## config.mk

```make
export PLATFORM = sky130hd
export DESIGN_NAME = lbr_fifo
export DESIGN_NICKNAME = d
export VERILOG_FILES = /design/src/hw/rtl/lbr_pkg.sv /design/src/hw/rtl/lbr_fifo.sv
export SDC_FILE = /design/constraint.sdc
export NUM_CORES = 1
export LEC_CHECK = 0
export BUFFER_PORTS_ARGS = -buffer_cell sky130_fd_sc_hd__buf_2
export CAP_MARGIN = 20
export CORE_MARGIN = 2
export CORE_UTILIZATION = 56
export CTS_BUF_LIST = sky130_fd_sc_hd__clkbuf_16
export CTS_CLUSTER_SIZE = 30
export DETAILED_ROUTE_END_ITERATION = 12
export GPL_TIMING_DRIVEN = 0
export PLACE_DENSITY = 0.81
export SYNTH_ARGS = -nofsm -noshare
export SYNTH_HDL_FRONTEND = slang
export SYNTH_SLANG_ARGS = --single-unit
```

## constraint.sdc

```tcl
create_clock -name clk_i -period 6.2 [get_ports clk_i]
set_clock_uncertainty 0.1 [all_clocks]
set_input_delay 0 -clock clk_i [delete_from_list [all_inputs] [get_ports clk_i]]
set_output_delay 0 -clock clk_i [all_outputs]
set_load 0.005 [all_outputs]
```

## src/hw/rtl/lbr_pkg.sv

```systemverilog
package lbr_pkg;

  localparam int FRAME_PIXELS = 262144;
  localparam int ADDR_W       = $clog2(FRAME_PIXELS);

  localparam int DIM_W   = 10;
  localparam int DIM_MAX = 512;
  localparam int FMT_W   = 2;
  localparam int IDX_W   = 18;
  localparam int BYTE_W  = 8;
  localparam int COORD_W = 9;
  localparam int CHAN_W  = 8;
  localparam int PIX_W   = 16;

  localparam int CFG_INDEX_W = 3;
  localparam int CFG_DATA_W  = 10;

  localparam int QUEUE_DEPTH = 2;

  // restoring divider: dividend covers 2*src*num+den, divisor covers 2*dim
  localparam int DIV_NUM_W = 20;
  localparam int DIV_DEN_W = DIM_W + 1;

  // pixel_format bits
  localparam int FMT_BE_BIT  = 0;
  localparam int FMT_BGR_BIT = 1;

  localparam logic FUNC_LOAD   = 1'b0;
  localparam logic FUNC_RENDER = 1'b1;

  typedef enum logic [CFG_INDEX_W-1:0] {
    REG_SRC_WIDTH    = 3'd0,
    REG_SRC_HEIGHT   = 3'd1,
    REG_DST_WIDTH    = 3'd2,
    REG_DST_HEIGHT   = 3'd3,
    REG_PIXEL_FORMAT = 3'd4
  } lbr_reg_e;

  typedef struct packed {
    logic [DIM_W-1:0] src_w;
    logic [DIM_W-1:0] src_h;
    logic [DIM_W-1:0] dst_w;
    logic [DIM_W-1:0] dst_h;
    logic [FMT_W-1:0] fmt;
  } lbr_cfg_t;

  typedef struct packed {
    logic              is_render;
    logic [ADDR_W-1:0] addr;
    logic [PIX_W-1:0]  word;
    logic [COORD_W-1:0] x;
    logic [COORD_W-1:0] y;
  } lbr_item_t;

  typedef struct packed {
    logic idle;
    logic geom_ok;
  } lbr_stat_t;

  function automatic logic [DIM_W-1:0] clamp_dim(input logic [DIM_W-1:0] v);
    logic [DIM_W-1:0] r;
    if (v == '0) begin
      r = DIM_W'(1);
    end else if (v > DIM_W'(DIM_MAX)) begin
      r = DIM_W'(DIM_MAX);
    end else begin
      r = v;
    end
    return r;
  endfunction

  function automatic logic [CHAN_W-1:0] widen5(input logic [4:0] c);
    return {c, c[4:2]};
  endfunction

  function automatic logic [CHAN_W-1:0] widen6(input logic [5:0] c);
    return {c, c[5:4]};
  endfunction

endpackage

```

## src/hw/rtl/lbr_fifo.sv

```systemverilog
module lbr_fifo (
  input  logic               clk_i,
  input  logic               rst_ni,
  input  logic               push_valid_i,
  output logic               push_ready_o,
  input  lbr_pkg::lbr_item_t push_item_i,
  output logic               pop_valid_o,
  input  logic               pop_ready_i,
  output lbr_pkg::lbr_item_t pop_item_o
);

  localparam int Depth = lbr_pkg::QUEUE_DEPTH;
  localparam int PtrW  = (Depth > 1) ? $clog2(Depth) : 1;
  localparam int CntW  = $clog2(Depth + 1);

  lbr_pkg::lbr_item_t entry_q [Depth];
  logic [PtrW-1:0]    wr_ptr_q, wr_ptr_d;
  logic [PtrW-1:0]    rd_ptr_q, rd_ptr_d;
  logic [CntW-1:0]    count_q, count_d;
  logic               push, pop;

  assign push_ready_o = count_q != CntW'(Depth);
  assign pop_valid_o  = count_q != '0;
  assign push         = push_valid_i && push_ready_o;
  assign pop          = pop_valid_o && pop_ready_i;
  assign pop_item_o   = entry_q[rd_ptr_q];

  always_comb begin
    wr_ptr_d = wr_ptr_q;
    rd_ptr_d = rd_ptr_q;
    count_d  = count_q;
    if (push) begin
      wr_ptr_d = (wr_ptr_q == PtrW'(Depth - 1)) ? '0 : wr_ptr_q + 1'b1;
    end
    if (pop) begin
      rd_ptr_d = (rd_ptr_q == PtrW'(Depth - 1)) ? '0 : rd_ptr_q + 1'b1;
    end
    if (push && !pop) begin
      count_d = count_q + 1'b1;
    end else if (pop && !push) begin
      count_d = count_q - 1'b1;
    end
  end

  always_ff @(posedge clk_i or negedge rst_ni) begin
    if (!rst_ni) begin
      wr_ptr_q <= '0;
      rd_ptr_q <= '0;
      count_q  <= '0;
    end else begin
      wr_ptr_q <= wr_ptr_d;
      rd_ptr_q <= rd_ptr_d;
      count_q  <= count_d;
    end
  end

  always_ff @(posedge clk_i) begin
    if (push) begin
      entry_q[wr_ptr_q] <= push_item_i;
    end
  end

endmodule

```

==> results of run 1 <==
==> critical path, delay by kind of cell (launching register included) <==
kind / cells / cell delay, ns
AND/OR/NAND/NOR: 3 / 0.90
flip-flops: 1 / 0.43
buffers and inverters: 1 / 0.29
==> timing repair <==
| action | 4_1_cts | 5_1_grt |
|---|---|---|
| resized for setup | 0 | 0 |
| endpoints found under the setup margin | 0 | 0 |
| hold buffers | 57 | 0 |
| endpoints found under the hold margin | 112 | 0 |
==> synthesized netlist by cell type, drive strengths merged <==
cell type	count	share of area, %
dfrtp	4	2.3
ha	1	0.29
nand2b	1	0.15
nor2	2	0.18
xnor2	3	0.62
and3	1	0.15
mux2	53	18
edfxtp	106	75
buf	6	2.6
inv	1	0.088
xor2	2	0.41
nand2	2	0.18
or2	1	0.15
==> where the power goes <==
group | total, uW | switching [uW] | internal [uW]
combinational | 865 | 368 | 498
sequential | 1070 | 51.7 | 1020
clock | 558 | 245 | 314
==> stage by stage <==
step	std cells	utilization [%]	power (uW)	setup slack, ns	cell area [sq um]
floorplan	183	-	1640	2.76	4270
global placement	393	67.5	1900	1.53	4950
detailed placement	395	68.2	1920	4.19	5000
CTS	468	80.0	2510	4.15	5870
global route	468	80.0	2610	4.01	5870
finish	468	80.0	2490	4.16	5870
==> path summary, 6_finish.rpt <==
| path | from | end |
|---|---|---|
| max in group asynchronous | rst_ni | wr_ptr_q |
| max | count_q[0] | entry_q[0][8] |
| min in group asynchronous | rst_ni | count_q[1] |
| min reg2reg | count_q[1] | count_q[1] |
| max reg2reg | count_q[0] | entry_q[0][8] |
| min | push_item_i[13] | entry_q[1][13] |
==> logic make-up after synthesis <==
group	Yosys count	synth area share [%]
flops	110	76.9
mux	53	18.3
buf+inv	7	2.70
simple gates	7	0.792
xor+xnor	5	1.03
fa+ha+maj	1	0.293
==> state kept, by name, indices dropped and copies added, names as in the netlist <==
name,flops
count_q,2
entry_q,106
rd_ptr_q,1
wr_ptr_q,1
==> layout make-up <==
| class | instances | area, sq um | area share, % |
|---|---|---|---|
| Sequential cell | 110 | 3280 | 56.0 |
| Timing Repair Buffer | 170 | 1170 | 19.9 |
| Multi-Input combinational cell | 66 | 880 | 15.0 |
| Clock buffer | 9 | 225 | 3.84 |
| Tap cell | 99 | 124 | 2.11 |
| Buffer | 6 | 111 | 1.90 |
| Clock inverter | 7 | 72.6 | 1.24 |
| Inverter | 1 | 3.75 | 0.0640 |
==> per-layer routing <==
| metal | vias to the layer above | GRT usage [%] | share of wire (%) |
|---|---|---|---|
| met2 | 86 | 33.3 | 53 |
| met4 | 0 | 6.82 | 1.8 |
| met3 | 12 | 5.31 | 5.1 |
| li1 | 1075 | - | - |
| met5 | - | 0 | 0 |
| met1 | 1080 | 21.9 | 40 |
==> cells in the final DEF (no fill, tap or decap) <==
| cell | instances |
|---|---|
| buf_2 | 111 |
| edfxtp_1 | 106 |
| dlygate4sd3_1 | 57 |
| mux2_4 | 49 |
| clkbuf_16 | 9 |
| buf_12 | 7 |
| mux2_2 | 4 |
| dfrtp_1 | 4 |
| xnor2_1 | 3 |
| nand2_1 | 2 |
| xor2_1 | 2 |
| clkinv_4 | 2 |
| buf_6 | 1 |
| nand2b_1 | 1 |
| inv_1 | 1 |
| or2_1 | 1 |
| and3_2 | 1 |
| nor2_4 | 1 |
| nor2_1 | 1 |
| ha_1 | 1 |
| clkinv_1 | 1 |
| clkinv_2 | 1 |
| inv_6 | 1 |
| bufinv_16 | 1 |
| clkinvlp_4 | 1 |
==> results.json, run 1 <==
{
  "status": "finished clean",
  "post-route-drc-count": 0,
  "ant_nets": 0,
  "ir_drop_uv": 347,
  "area_delta_synth_final_pct": 37.4,
  "core.rowCount": 31,
  "synth_warnings": 0,
  "wl_per_cell_um": 16.1,
  "port_buffers": 111,
  "ys_seq_area_share_pct": 76.9,
  "synth.distinct_cells": 15,
  "fin_tns_setup_ns": 0,
  "slew_violations": 0,
  "max_stage_delay_ns": 0.58,
  "syn_nets": 241,
  "min_path_cells": 2,
  "drt-total-wl_mm": 7.56,
  "report.final.hold_viol_count": 0,
  "cts-htree-levels": 3,
  "cts.clk_slew.worst_paths_ns": 0.07,
  "die-area_sq_mm": 0.00834,
  "die_h_um": 91.3,
  "antenna_found_initial": 0,
  "drt_iter0_markers": 105,
  "power_density_mw_per_mm2": 425,
  "grt_max_degree": 39,
  "clock-sinks": 110,
  "hold_path_class": "input pin to register",
  "r2r_setup_slack_ns": 4.16,
  "crit_slowest_cell": "nor2_4",
  "hold_slack_ns": 0.286,
  "routabilityCongestion": 0.738,
  "end_kind": "register",
  "dr.pass1.iters": 4,
  "cts_made_buffers": 9,
  "avgViaCountPerCell": 4.81,
  "fillCellCount": 404,
  "leakage_uw": 0.00239,
  "hpwl_mm": 4.71,
  "syn_inst": 183,
  "ctsLongestPathBuffers": 2,
  "maxCapViolations": 0,
  "die_w_um": 91.3,
  "startpoint_type": "register",
  "final.min_clock_period_ns": 2.04,
  "max_freq_ghz": 0.491,
  "avgSynthCellArea_sq_um": 23.3,
  "core_area_sq_mm": 0.00733,
  "criticalPathCategory": "register to register",
  "fin_nets": 422,
  "max_slew_margin_pct": 52.8,
  "worstPathCellList": "nand2b_1 -> nand2_1 -> nor2_4 -> buf_12",
  "rsz0062_at_grt": "false",
  "grt_overflow_total": 0,
  "cp_max_fo": 32,
  "grt_pass1_vias": 2469,
  "worst_pin_slew_ns": 0.707,
  "fin_crit_sh_pct": 32.8,
  "initial_core_util_pct": 58.2,
  "pin_count": 112,
  "reg2regPathDepth": 4,
  "n_antenna_cell": 0,
  "root_buffer": "clkbuf_16",
  "tritoncts": "yes",
  "num_vias": 2253,
  "grt_pass1_wl_mm": 11.9,
  "ys_ff_latch": 110,
  "syn_area_sq_mm": 0.00427,
  "clock_latency_ns": 0.33,
  "drive_gt1_share_pct": 51.2,
  "final-setup-viol-count": 0,
  "post_cts_buffers": 0,
  "arrival_ns": 1.97,
  "required_ns": 6.13,
  "grt_use_total_pct": 18.8
}
Power figures use the tool's default switching activity.
==> run 2, diff against run 1 <==
- CORE_UTILIZATION: 56 -> 47
- PLACE_DENSITY: 0.81 -> 0.72
- clock period: 6.2 -> 1.8 ns (I/O delays scaled with it)
==> results.json, run 2 (synthesized netlist as in run 1, its figures left out) <==
{
  "ant_nets": 0,
  "status": "finished clean",
  "initial_core_util_pct": 48.7,
  "routabilityCongestion": 0.675,
  "grt_max_degree": 29,
  "die_w_um": 99.3,
  "fin_nets": 425,
  "core_area_sq_mm": 0.00876,
  "sw_frac_of_total_pct": 26.9,
  "p_seq_share_pct": 42.6,
  "end_kind": "register",
  "leakage_uw": 0.00241,
  "dr.pass1.iters": 6,
  "hpwl_mm": 4.60,
  "p_switching_uw": 2330,
  "cts-htree-levels": 3,
  "final-setup-viol-count": 0,
  "required_ns": 1.73,
  "r2r_setup_slack_ns": 0.16,
  "placed_area_sq_mm": 0.00502,
  "tritoncts": "yes",
  "drt-met1-wl_mm": 3.30,
  "post-route-drc-count": 0,
  "worst_pin_slew_ns": 0.461,
  "regMostFlops": "entry_q",
  "final_common_cell": "buf_2",
  "intPower_uw": 6330,
  "top_regs": "entry_q: 106 flops, count_q: 2 flops",
  "drt_iter0_markers": 60,
  "cts_made_buffers": 9,
  "max_freq_ghz": 0.610,
  "pin_count": 112,
  "max_slew_margin_pct": 69.2,
  "report.final.hold_viol_count": 0,
  "maxCapViolations": 0,
  "die-area_sq_mm": 0.00986,
  "hold_path_class": "input pin to register",
  "final_cell_mix": "buf_2, edfxtp_1, dlygate4sd3_1",
  "dr_wl_met3_um": 402,
  "grt_overflow_total": 0,
  "ctsLongestPathBuffers": 2,
  "die_h_um": 99.3,
  "fillCellCount": 594,
  "n_antenna_cell": 0,
  "area_delta_synth_final_pct": 38.5,
  "ir_drop_uv": 1140,
  "clock_latency_ns": 0.33,
  "wl_per_cell_um": 16.6,
  "top_layer_used": "met4",
  "grt_pass1_vias": 2453,
  "fin_crit_sh_pct": 91.0,
  "fin_tns_setup_ns": 0,
  "drt-total-wl_mm": 7.97,
  "antenna_found_initial": 0,
  "cts.clk_slew.worst_paths_ns": 0.07,
  "root_buffer": "clkbuf_16",
  "cp_max_fo": 26,
  "num_vias": 2299,
  "drive_gt1_share_pct": 52.0,
  "clock-sinks": 110,
  "power_density_mw_per_mm2": 1460,
  "core.rowCount": 34,
  "finalInstanceArea_sq_mm": 0.00591,
  "rsz0062_at_grt": "false",
  "largest_reg_flops": 106,
  "comb_power_share_pct": 35.2,
  "avgViaCountPerCell": 4.80,
  "layout_setup_ws_ns": 0.162,
  "power.clock.fraction_pct": 22.1,
  "dp_slack_ns": -0.233,
  "grt_pass1_wl_mm": 11.7,
  "startpoint_type": "register",
  "dr_wl_met2_mm": 4.20,
  "grt_use_total_pct": 16.0,
  "slew_violations": 0,
  "final.min_clock_period_ns": 1.64,
  "criticalPathCategory": "register to register",
  "arrival_ns": 1.57,
  "port_buffers": 111
}
==> run 2: cell count changes in the layout (fill, tap and decap cells not counted), sizes merged <==
cell,before,now
and3,1,2
buf,119,120
clkinv,4,2
nor2,2,3
inv,2,3
==> run 2: critical path: stages, from the launching register on <==
cell and delay (ns):
dfrtp_1 0.57, and3_4 0.42, buf_12 0.23
==> run 2: path summary, 6_finish.rpt <==
check / cells after the start / start / end
setup / recovery: 2 / wr_ptr_q / entry_q[1][36]
min in group asynchronous: 3 / rst_ni / wr_ptr_q
hold / removal: 2 / push_item_i[31] / entry_q[0][31]
max in group asynchronous: 3 / rst_ni / rd_ptr_q
setup reg to reg: 2 / wr_ptr_q / entry_q[1][36]
hold reg to reg: 1 / count_q[0] / count_q[0]
==> run 2: final cells by class <==
cell class                      instances  area [sq um]  area share [%]
Buffer                                  6           111            1.88
Clock buffer                            9           225            3.81
Clock inverter                          6          63.8            1.08
Inverter                                1          3.75          0.0635
Multi-Input combinational cell         68           917            15.5
Sequential cell                       110          3280            55.5
Tap cell                              108           135            2.29
Timing Repair Buffer                  171          1170            19.8
==> run 2: per-stage QoR <==
stage	hold WS, ns	power, uW	utilization [%]	instances
floorplan	-0.396	5670	-	183
CTS	0.269	8730	67.3	477
global route	0.277	9100	67.5	479
detailed placement	-0.289	6660	57.3	404
finish	0.281	8660	67.5	479
global placement	-0.290	6550	56.9	402
==> run 2: per-layer routing <==
layer | vias up | global-route usage [%]
met1 | 1134 | 18.0
met5 | - | 0
met4 | 0 | 5.06
li1 | 1082 | -
met3 | 6 | 4.78
met2 | 77 | 29.2
==> run 2: power groups by stage <==
stage                     clock, uW  combinational, uW  sequential (uW)
final                          1920               3050             3690
after global routing           2080               3280             3740
after CTS                      1970               3060             3700
after detailed placement          0               2920             3740
after global placement            0               2830             3720
after floorplan                   0               1980             3690
==> run 2: what timing repair did <==
item | in CTS | in global routing
gates cloned | 1 | 1
pin swaps | 1 | 2
setup buffers | 0 | 1
endpoints found under the hold margin | 112 | 0
setup endpoints to repair | 79 | 54
gates resized for setup | 2 | 0
hold buffers | 57 | 0
