File: src/hw/rtl/lbr_pkg.sv
package lbr_pkg;

  localparam int FRAME_PIXELS = 262144;
  localparam int ADDR_W       = $clog2(FRAME_PIXELS);

  localparam int DIM_W   = 10;
  localparam int DIM_MAX = 512;
  localparam int FMT_W   = 2;
  localparam int IDX_W   = 18;
  localparam int BYTE_W  = 8;
  localparam int COORD_W = 9;
  localparam int CHAN_W  = 8;
  localparam int PIX_W   = 16;

  localparam int CFG_INDEX_W = 3;
  localparam int CFG_DATA_W  = 10;

  localparam int QUEUE_DEPTH = 2;

  // restoring divider: dividend covers 2*src*num+den, divisor covers 2*dim
  localparam int DIV_NUM_W = 20;
  localparam int DIV_DEN_W = DIM_W + 1;

  // pixel_format bits
  localparam int FMT_BE_BIT  = 0;
  localparam int FMT_BGR_BIT = 1;

  localparam logic FUNC_LOAD   = 1'b0;
  localparam logic FUNC_RENDER = 1'b1;

  typedef enum logic [CFG_INDEX_W-1:0] {
    REG_SRC_WIDTH    = 3'd0,
    REG_SRC_HEIGHT   = 3'd1,
    REG_DST_WIDTH    = 3'd2,
    REG_DST_HEIGHT   = 3'd3,
    REG_PIXEL_FORMAT = 3'd4
  } lbr_reg_e;

  typedef struct packed {
    logic [DIM_W-1:0] src_w;
    logic [DIM_W-1:0] src_h;
    logic [DIM_W-1:0] dst_w;
    logic [DIM_W-1:0] dst_h;
    logic [FMT_W-1:0] fmt;
  } lbr_cfg_t;

  typedef struct packed {
    logic              is_render;
    logic [ADDR_W-1:0] addr;
    logic [PIX_W-1:0]  word;
    logic [COORD_W-1:0] x;
    logic [COORD_W-1:0] y;
  } lbr_item_t;

  typedef struct packed {
    logic idle;
    logic geom_ok;
  } lbr_stat_t;

  function automatic logic [DIM_W-1:0] clamp_dim(input logic [DIM_W-1:0] v);
    logic [DIM_W-1:0] r;
    if (v == '0) begin
      r = DIM_W'(1);
    end else if (v > DIM_W'(DIM_MAX)) begin
      r = DIM_W'(DIM_MAX);
    end else begin
      r = v;
    end
    return r;
  endfunction

  function automatic logic [CHAN_W-1:0] widen5(input logic [4:0] c);
    return {c, c[4:2]};
  endfunction

  function automatic logic [CHAN_W-1:0] widen6(input logic [5:0] c);
    return {c, c[5:4]};
  endfunction

endpackage

File: src/hw/rtl/lbr_if.sv
interface lbr_in_if;
  logic                          valid;
  logic                          ready;
  logic                          func;
  logic [lbr_pkg::IDX_W-1:0]     src_index;
  logic [lbr_pkg::BYTE_W-1:0]    byte_first;
  logic [lbr_pkg::BYTE_W-1:0]    byte_second;
  logic [lbr_pkg::COORD_W-1:0]   dst_x;
  logic [lbr_pkg::COORD_W-1:0]   dst_y;

  modport source (output valid, func, src_index, byte_first, byte_second, dst_x, dst_y,
                  input ready);
  modport sink (input valid, func, src_index, byte_first, byte_second, dst_x, dst_y,
                output ready);
endinterface


File: src/hw/rtl/lbr_front.sv
module lbr_front (
  input  logic               clk_i,
  input  logic               rst_ni,
  lbr_in_if.sink             src_i,
  output logic               push_valid_o,
  input  logic               push_ready_i,
  output lbr_pkg::lbr_item_t push_item_o
);

  logic               st_valid_q, st_valid_d;
  lbr_pkg::lbr_item_t st_item_q;
  logic               accept;
  logic               in_range;
  logic               is_render;

  assign src_i.ready = !st_valid_q || push_ready_i;
  assign accept      = src_i.valid && src_i.ready;
  assign in_range    = 32'(src_i.src_index) < lbr_pkg::FRAME_PIXELS;
  assign is_render   = src_i.func == lbr_pkg::FUNC_RENDER;

  // drop loads that fall outside the frame store
  always_comb begin
    st_valid_d = st_valid_q;
    if (accept) begin
      st_valid_d = is_render || in_range;
    end else if (push_ready_i) begin
      st_valid_d = 1'b0;
    end
  end

  always_ff @(posedge clk_i or negedge rst_ni) begin
    if (!rst_ni) begin
      st_valid_q <= 1'b0;
    end else begin
      st_valid_q <= st_valid_d;
    end
  end

  always_ff @(posedge clk_i) begin
    if (accept) begin
      st_item_q.is_render <= is_render;
      st_item_q.addr      <= lbr_pkg::ADDR_W'(src_i.src_index);
      st_item_q.word      <= {src_i.byte_second, src_i.byte_first};
      st_item_q.x         <= src_i.dst_x;
      st_item_q.y         <= src_i.dst_y;
    end
  end

  assign push_valid_o = st_valid_q;
  assign push_item_o  = st_item_q;

endmodule

File: src/flat_wrapper.sv
// flat-port wrapper written by rule: the top's interface ports become plain ports
module lbr_front_flat 
  (clk_i, rst_ni, push_valid_o, push_ready_i, push_item_o, src_i_valid, src_i_func, src_i_src_index, src_i_byte_first, src_i_byte_second, src_i_dst_x, src_i_dst_y, src_i_ready);
  lbr_in_if src_i_i ();
  input  logic clk_i;
  input  logic rst_ni;
  output logic push_valid_o;
  input  logic push_ready_i;
  output lbr_pkg::lbr_item_t push_item_o;
  input wire logic [$bits(src_i_i.valid)-1:0] src_i_valid;
  input wire logic [$bits(src_i_i.func)-1:0] src_i_func;
  input wire logic [$bits(src_i_i.src_index)-1:0] src_i_src_index;
  input wire logic [$bits(src_i_i.byte_first)-1:0] src_i_byte_first;
  input wire logic [$bits(src_i_i.byte_second)-1:0] src_i_byte_second;
  input wire logic [$bits(src_i_i.dst_x)-1:0] src_i_dst_x;
  input wire logic [$bits(src_i_i.dst_y)-1:0] src_i_dst_y;
  output wire logic [$bits(src_i_i.ready)-1:0] src_i_ready;
  assign src_i_i.valid = src_i_valid;
  assign src_i_i.func = src_i_func;
  assign src_i_i.src_index = src_i_src_index;
  assign src_i_i.byte_first = src_i_byte_first;
  assign src_i_i.byte_second = src_i_byte_second;
  assign src_i_i.dst_x = src_i_dst_x;
  assign src_i_i.dst_y = src_i_dst_y;
  assign src_i_ready = src_i_i.ready;
  lbr_front u_core (.clk_i(clk_i), .rst_ni(rst_ni), .src_i(src_i_i), .push_valid_o(push_valid_o), .push_ready_i(push_ready_i), .push_item_o(push_item_o));
endmodule
File: config.mk
export PLATFORM = sky130hd
export DESIGN_NAME = lbr_front_flat
export DESIGN_NICKNAME = d
export VERILOG_FILES = /design/src/hw/rtl/lbr_pkg.sv /design/src/hw/rtl/lbr_if.sv /design/src/hw/rtl/lbr_front.sv /design/src/flat_wrapper.sv
export SDC_FILE = /design/constraint.sdc
export NUM_CORES = 1
export LEC_CHECK = 0
export CAP_MARGIN = 20
export CORE_AREA = 10 10 88 67
export CTS_BUF_LIST = sky130_fd_sc_hd__clkbuf_8
export DETAILED_ROUTE_END_ITERATION = 10
export DIE_AREA = 0 0 98 77
export DONT_BUFFER_PORTS = 1
export GPL_TIMING_DRIVEN = 0
export HOLD_SLACK_MARGIN = 0.02
export SYNTH_ARGS = -nofsm -noshare
export SYNTH_HDL_FRONTEND = slang
export SYNTH_SLANG_ARGS = --single-unit
File: constraint.sdc
create_clock -name clk_i -period 1.3 [get_ports clk_i]
set_input_delay 0.13 -clock clk_i [delete_from_list [all_inputs] [get_ports clk_i]]
set_output_delay 0.13 -clock clk_i [all_outputs]
set_load 0.01 [all_outputs]
==> results_dict.tcl, run 1 <==
set metrics [dict create \
    htree_levels 2 \
    maxCapViolations 0 \
    viasPerCell 4.66 \
    cts_buffers 5 \
    clock_skew_ns 0.00669 \
    synthAdderAreaFrac 0 \
    cts_tree "built" \
    drt_iter0_drc 34 \
    yosysTopAreaCellShare 0.967 \
    p_int_w 0.00272 \
    crit_type "reg -> reg" \
    synthSimpleGateAreaFrac 0.0175 \
    fmax_ghz 0.840 \
    wl_per_cell_um 23.9 \
    initial_utilization 0.389 \
    yosys.cell_types.count 5 \
    die_h_um 77 \
    place_congestion 0.633 \
    power.share.clock 0.315 \
    grt_pass1_wl_mm 6.24 \
    globalRouteTotalUtil 0.110 \
    dp_cells 112 \
    combPwrFrac 0.059 \
    grt_overflow 0 \
    netlist_area_sq_um 1650 \
    total_power_w 0.00339 \
    muxShareOfSynthArea 0 \
    reg2reg_depth 2 \
    synthTopCellsByArea "edfxtp_1 (97%), dfrtp_1 (1.5%), nand2b_4 (0.84%)" \
    coreArea_sq_um 4230 \
    min_period_over_period 0.916 \
    num_io_pins 112 \
    cp_slowest_cell "dfrtp_1" \
    ys_warn_count 0 \
    crit_buf_inv 0 \
    die_x_um 98 \
    pre_cts_slack_ns -0.243 \
    fill_cells 339 \
    final-instance-count-excl-fill 179 \
    areaGrowthSynthToFinish_pct 46.5 \
    p_switching_w 0.000666 \
    vias 835 \
    regArea_sq_um 1620 \
    clk_latency_ns 0.30 \
    status "complete, no violations" \
    cts_root_buf "clkbuf_8" \
    syn_area_per_cell_sq_um 28.9 \
    rows 20 \
    seq_power_share 0.626 \
    drc 0 \
    synth_cells 57 \
    final_util 0.570 \
    cts_buffer_depth 2 \
    ir_drop_mv 0.736 \
    min_to "u_core.push_valid_o" \
    finalSetupViolCount 0 \
    synth_top_family_by_area "simple AND/OR/NAND/NOR gates" \
    final-hold-violation-count 0 \
    critPathCaptureType "flop" \
    worst_ep_required_time_ns 1.30 \
    synth_top_cell_by_area "edfxtp_1" \
    final_cell_mix "dlygate4sd3_1 (56), edfxtp_1 (53), clkbuf_8 (5), and2_4 (4), clkinv_2 (2)" \
    finalSetupTns_ns 0 \
    placement.io_buffers 0 \
    tightest_slew_ns 0.205 \
    ys_ff_latch 54 \
    final.setup.worst_slack_ns 0.109 \
    postRouteAntennaNets 0 \
    hold_path.class "in -> reg" \
    r2r-start "u_core.push_valid_o" \
    cp.arrival_ns 1.19 \
    r2r-end "u_core.push_item_o[13]" \
    synth-xor-area-share 0 \
    maxSlewHeadroom 0.864 \
    drive_above_1_share 0.105 \
    path_clk_slew_ns 0.09 \
    cp_max_fo 14 \
    min_path_cells 2 \
    synth_fp_nets 114 \
    min_from "push_ready_i" \
    die_area_sq_um 7550 \
    final_common_cell "dlygate4sd3_1" \
    grt_start_max_net_pins 17 \
    antenna_found_initial 0 \
    p_per_area_nw_per_um2 1410 \
    first_global_vias 982 \
    firstDrtPassIters 4 \
    grt_setup_unrepaired "false" \
    cts_sinks 54 \
    n_antenna_cell 0 \
    crit_path_start_kind "flop" \
    path_depth 2 \
    p_sw_frac 0.196 \
    p_leak_nw 0.837 \
    slew_viol_final 0 \
    nets 180 \
    post_cts_buffers 0 \
    routed_wl_mm 4.27 \
    synth-compound-area-share 0 \
    multi_input_area_sq_um 55.1 \
    critPathTopFamily "flip-flops" \
    critPathMaxStageDelay_ns 0.46 \
    cp_cell_sequence "nand2b_4 -> and2_4" \
    reg2reg_setup_slack_ns 0.11 \
    min_period_ns 1.19 \
    ys_seq_area_frac 0.983 \
]
-- area by class of cell --
class / instances / area share
flip-flops and latches: 54 / 0.671
clock buffers: 5 / 0.0286
repair buffers: 56 / 0.233
multi-input cells: 6 / 0.0228
well taps: 55 / 0.0286
clock inverters: 3 / 0.0166
-- worst max path at each step --
stage,startpoint,end,slack [ns]
final,u_core.push_valid_o,u_core.push_item_o[13],0.11
after global routing,u_core.push_valid_o,u_core.push_item_o[26],0.05
after CTS,u_core.push_valid_o,u_core.push_item_o[30],0.01
after detailed placement,u_core.push_valid_o,u_core.push_item_o[46],-0.24
after global placement,u_core.push_valid_o,u_core.push_item_o[26],-0.20
after floorplan,u_core.push_valid_o,u_core.push_item_o[0],-0.08
-- registers in the layout, indices dropped and copies added, names as in the netlist --
name	cells
u_core.push_item_o	53
u_core.push_valid_o	1
-- routing by layer --
layer	up-vias	track usage	part of all wire	routed length (um)
met2	78	0.164	0.45	1920
met5	-	0	0	0
li1	363	-	-	-
met1	386	0.116	0.38	1640
met3	8	0.0824	0.16	667
met4	0	0.0391	0.012	50
-- repair_timing --
| item | CTS | global route |
|---|---|---|
| endpoints found under the setup margin | 53 | 13 |
| hold endpoints to repair | 55 | 1 |
| hold buffers | 55 | 1 |
| resized for setup | 2 | 1 |
| pin swaps | 2 | 0 |
| cloned | 3 | 0 |
-- power by group through the flow --
stage	clock network (W)	registers (W)	logic [W]
detailed placement	0	0.00217	0.0000504
global placement	0	0.00217	0.0000479
floorplan	0	0.00214	0.0000396
finish	0.00107	0.00212	0.000201
CTS	0.00110	0.00213	0.000198
global route	0.00118	0.00213	0.000220
-- Yosys cell counts, drive strengths merged --
cell type / instances
edfxtp: 53
nand2b: 2
dfrtp: 1
and2: 1
-- through the flow --
step	instance area (sq um)	hold WS, ns
finish	2410	0.102
global route	2410	0.0926
CTS	2400	0.0230
detailed placement	1710	-0.166
global placement	1710	-0.166
floorplan	1650	-0.166
-- cells by family after synthesis --
group            count (synthesis)
AND/OR/NAND/NOR                  3
flip-flops                      54
Note: power is estimated with default switching activity, not from simulation.
==> inputs of run 2 (changes only) <==
clock period = 1.5 ns   (was 1.3 ns; I/O delays follow)
==> run 2 against run 1 <==
Routed wire length down 2.2%. First-iteration DRC count is 26% lower. Die area did not move. Largest cell class unchanged. Critical endpoint is now u_core.push_item_o[52]. Cell area fell by 1.1%. Register-to-register slack improved by 0.06 ns. Sequential power is 13% lower. Clock skew decreased by 0.0013 ns. Total power down 14%.
==> results_dict.tcl, run 2 (synthesis results as in run 1) <==
set metrics [dict create \
    status "complete, no violations" \
    antenna_found_initial 0 \
    critPathMaxStageDelay_ns 0.46 \
    n_antenna_cell 0 \
    r2r-start "u_core.push_valid_o" \
    p_sw_frac 0.195 \
    cts_tree "built" \
    final-hold-violation-count 0 \
    first_global_vias 961 \
    hold_path.class "in -> async" \
    areaGrowthSynthToFinish_pct 44.9 \
    largest_reg_flops 53 \
    vias 814 \
    r2r-end "u_core.push_item_o[52]" \
    initial_utilization 0.389 \
    cp-startpoint "u_core.push_valid_o" \
    combPwrFrac 0.056 \
    crit_type "reg -> reg" \
    cp_cell_sequence "nand2b_4 -> and2_4" \
    die_h_um 77 \
    critPathTopFamily "simple AND/OR/NAND/NOR gates" \
    p_switching_w 0.000569 \
    num_io_pins 112 \
    cts_sinks 54 \
    met2_length_mm 1.95 \
    power.share.clock 0.314 \
    cts_root_buf "clkbuf_8" \
    reg2reg_depth 2 \
    die_area_sq_um 7550 \
    final_util 0.564 \
    nets 177 \
    drc 0 \
    drive_above_1_share 0.0826 \
    final_common_cell "dlygate4sd3_1" \
    placed_cell_area_sq_um 1710 \
    grt_pass1_wl_mm 6.08 \
    firstDrtPassIters 3 \
    path_clk_slew_ns 0.09 \
    met1Wirelength_mm 1.63 \
    grt_overflow 0 \
    rows 20 \
    placement.io_buffers 0 \
    top_layer_used "met4" \
    tightest_slew_ns 0.363 \
    wl_per_cell_um 23.7 \
    critPathCapture "u_core.push_item_o[52]" \
    fmax_ghz 0.750 \
    min_period_over_period 0.889 \
    cts_buffer_depth 2 \
    total_power_w 0.00292 \
    seq_power_share 0.630 \
    slew_viol_final 0 \
    finalSetupViolCount 0 \
    p_per_area_nw_per_um2 1230 \
    whs_ns 0.0531 \
    fill_cells 333 \
    min_period_ns 1.33 \
    drt_iter0_drc 25 \
    maxCapViolations 0 \
    path_depth 2 \
    final_cell_mix "dlygate4sd3_1 (55), edfxtp_1 (53), clkbuf_8 (5), and2_4 (2)" \
    cts_buffers 5 \
    grt_start_max_net_pins 28 \
    crit_buf_inv 0 \
    ir_drop_mv 0.671 \
    place_congestion 0.647 \
    maxSlewHeadroom 0.758 \
    htree_levels 2 \
    die_x_um 98 \
    postRouteAntennaNets 0 \
    p_int_w 0.00235 \
    coreArea_sq_um 4230 \
    design_area_sq_um 2380 \
    cp_slowest_cell "dfrtp_1" \
    critPathCaptureType "flop" \
    cp.arrival_ns 1.30 \
    routed_wl_mm 4.18 \
    viasPerCell 4.63 \
    globalRouteTotalUtil 0.105 \
    cp_max_fo 27 \
    worst_ep_required_time_ns 1.46 \
    wl_met3_um 581 \
    clk_latency_ns 0.29 \
    reg2reg_setup_slack_ns 0.17 \
    crit_path_start_kind "flop" \
    grt_setup_unrepaired "false" \
    p_leak_nw 0.821 \
    clock_skew_ns 0.00539 \
    post_cts_buffers 0 \
]
-- run 2: worst min-delay path by stage --
stage | slack, ns | startpoint | cells past startpoint | endpoint
finish | 0.05 | rst_ni | 1 | u_core.push_valid_o
detailed placement | -0.15 | rst_ni | 0 | u_core.push_valid_o
CTS | 0.05 | rst_ni | 1 | u_core.push_valid_o
floorplan | -0.15 | rst_ni | 0 | u_core.push_valid_o
global route | 0.03 | rst_ni | 1 | u_core.push_valid_o
global placement | -0.15 | rst_ni | 0 | u_core.push_valid_o
-- run 2: power groups by stage --
stage | sequential [W] | combinational (W) | clock, W
6_report | 0.00184 | 0.000165 | 0.000917
5_1_grt | 0.00185 | 0.000180 | 0.00102
4_1_cts | 0.00185 | 0.000167 | 0.000957
3_5_place_dp | 0.00188 | 0.0000443 | 0
3_3_place_gp | 0.00188 | 0.0000409 | 0
2_1_floorplan | 0.00186 | 0.0000343 | 0
-- run 2: final cells by class --
class                      count  area [sq um]  area share
tap                           55          68.8      0.0289
clock buffer                   5          68.8      0.0289
timing repair buffer          55           551       0.231
sequential                    54          1620       0.678
clock inverter                 3          41.3      0.0173
multi-input combinational      4          37.5      0.0157
-- run 2: metal layers --
| layer | vias to the layer above | track usage |
|---|---|---|
| met2 | 75 | 0.163 |
| met4 | 0 | 0.0304 |
| met3 | 2 | 0.0770 |
| met5 | - | 0 |
| li1 | 352 | - |
| met1 | 385 | 0.112 |
-- run 2: what timing repair did --
action	CTS	global route
hold buffers	55	0
gates resized for setup	1	0
hold endpoints to repair	55	0
setup endpoints to repair	53	0
-- run 2: through the flow --
step,setup WS (ns),setup TNS (ns),instances
after floorplan,0.120,0,57
after global placement,0.00656,0,112
after detailed placement,-0.0524,-2.70,112
after CTS,0.153,0,176
after global routing,0.112,0,176
final,0.166,0,176
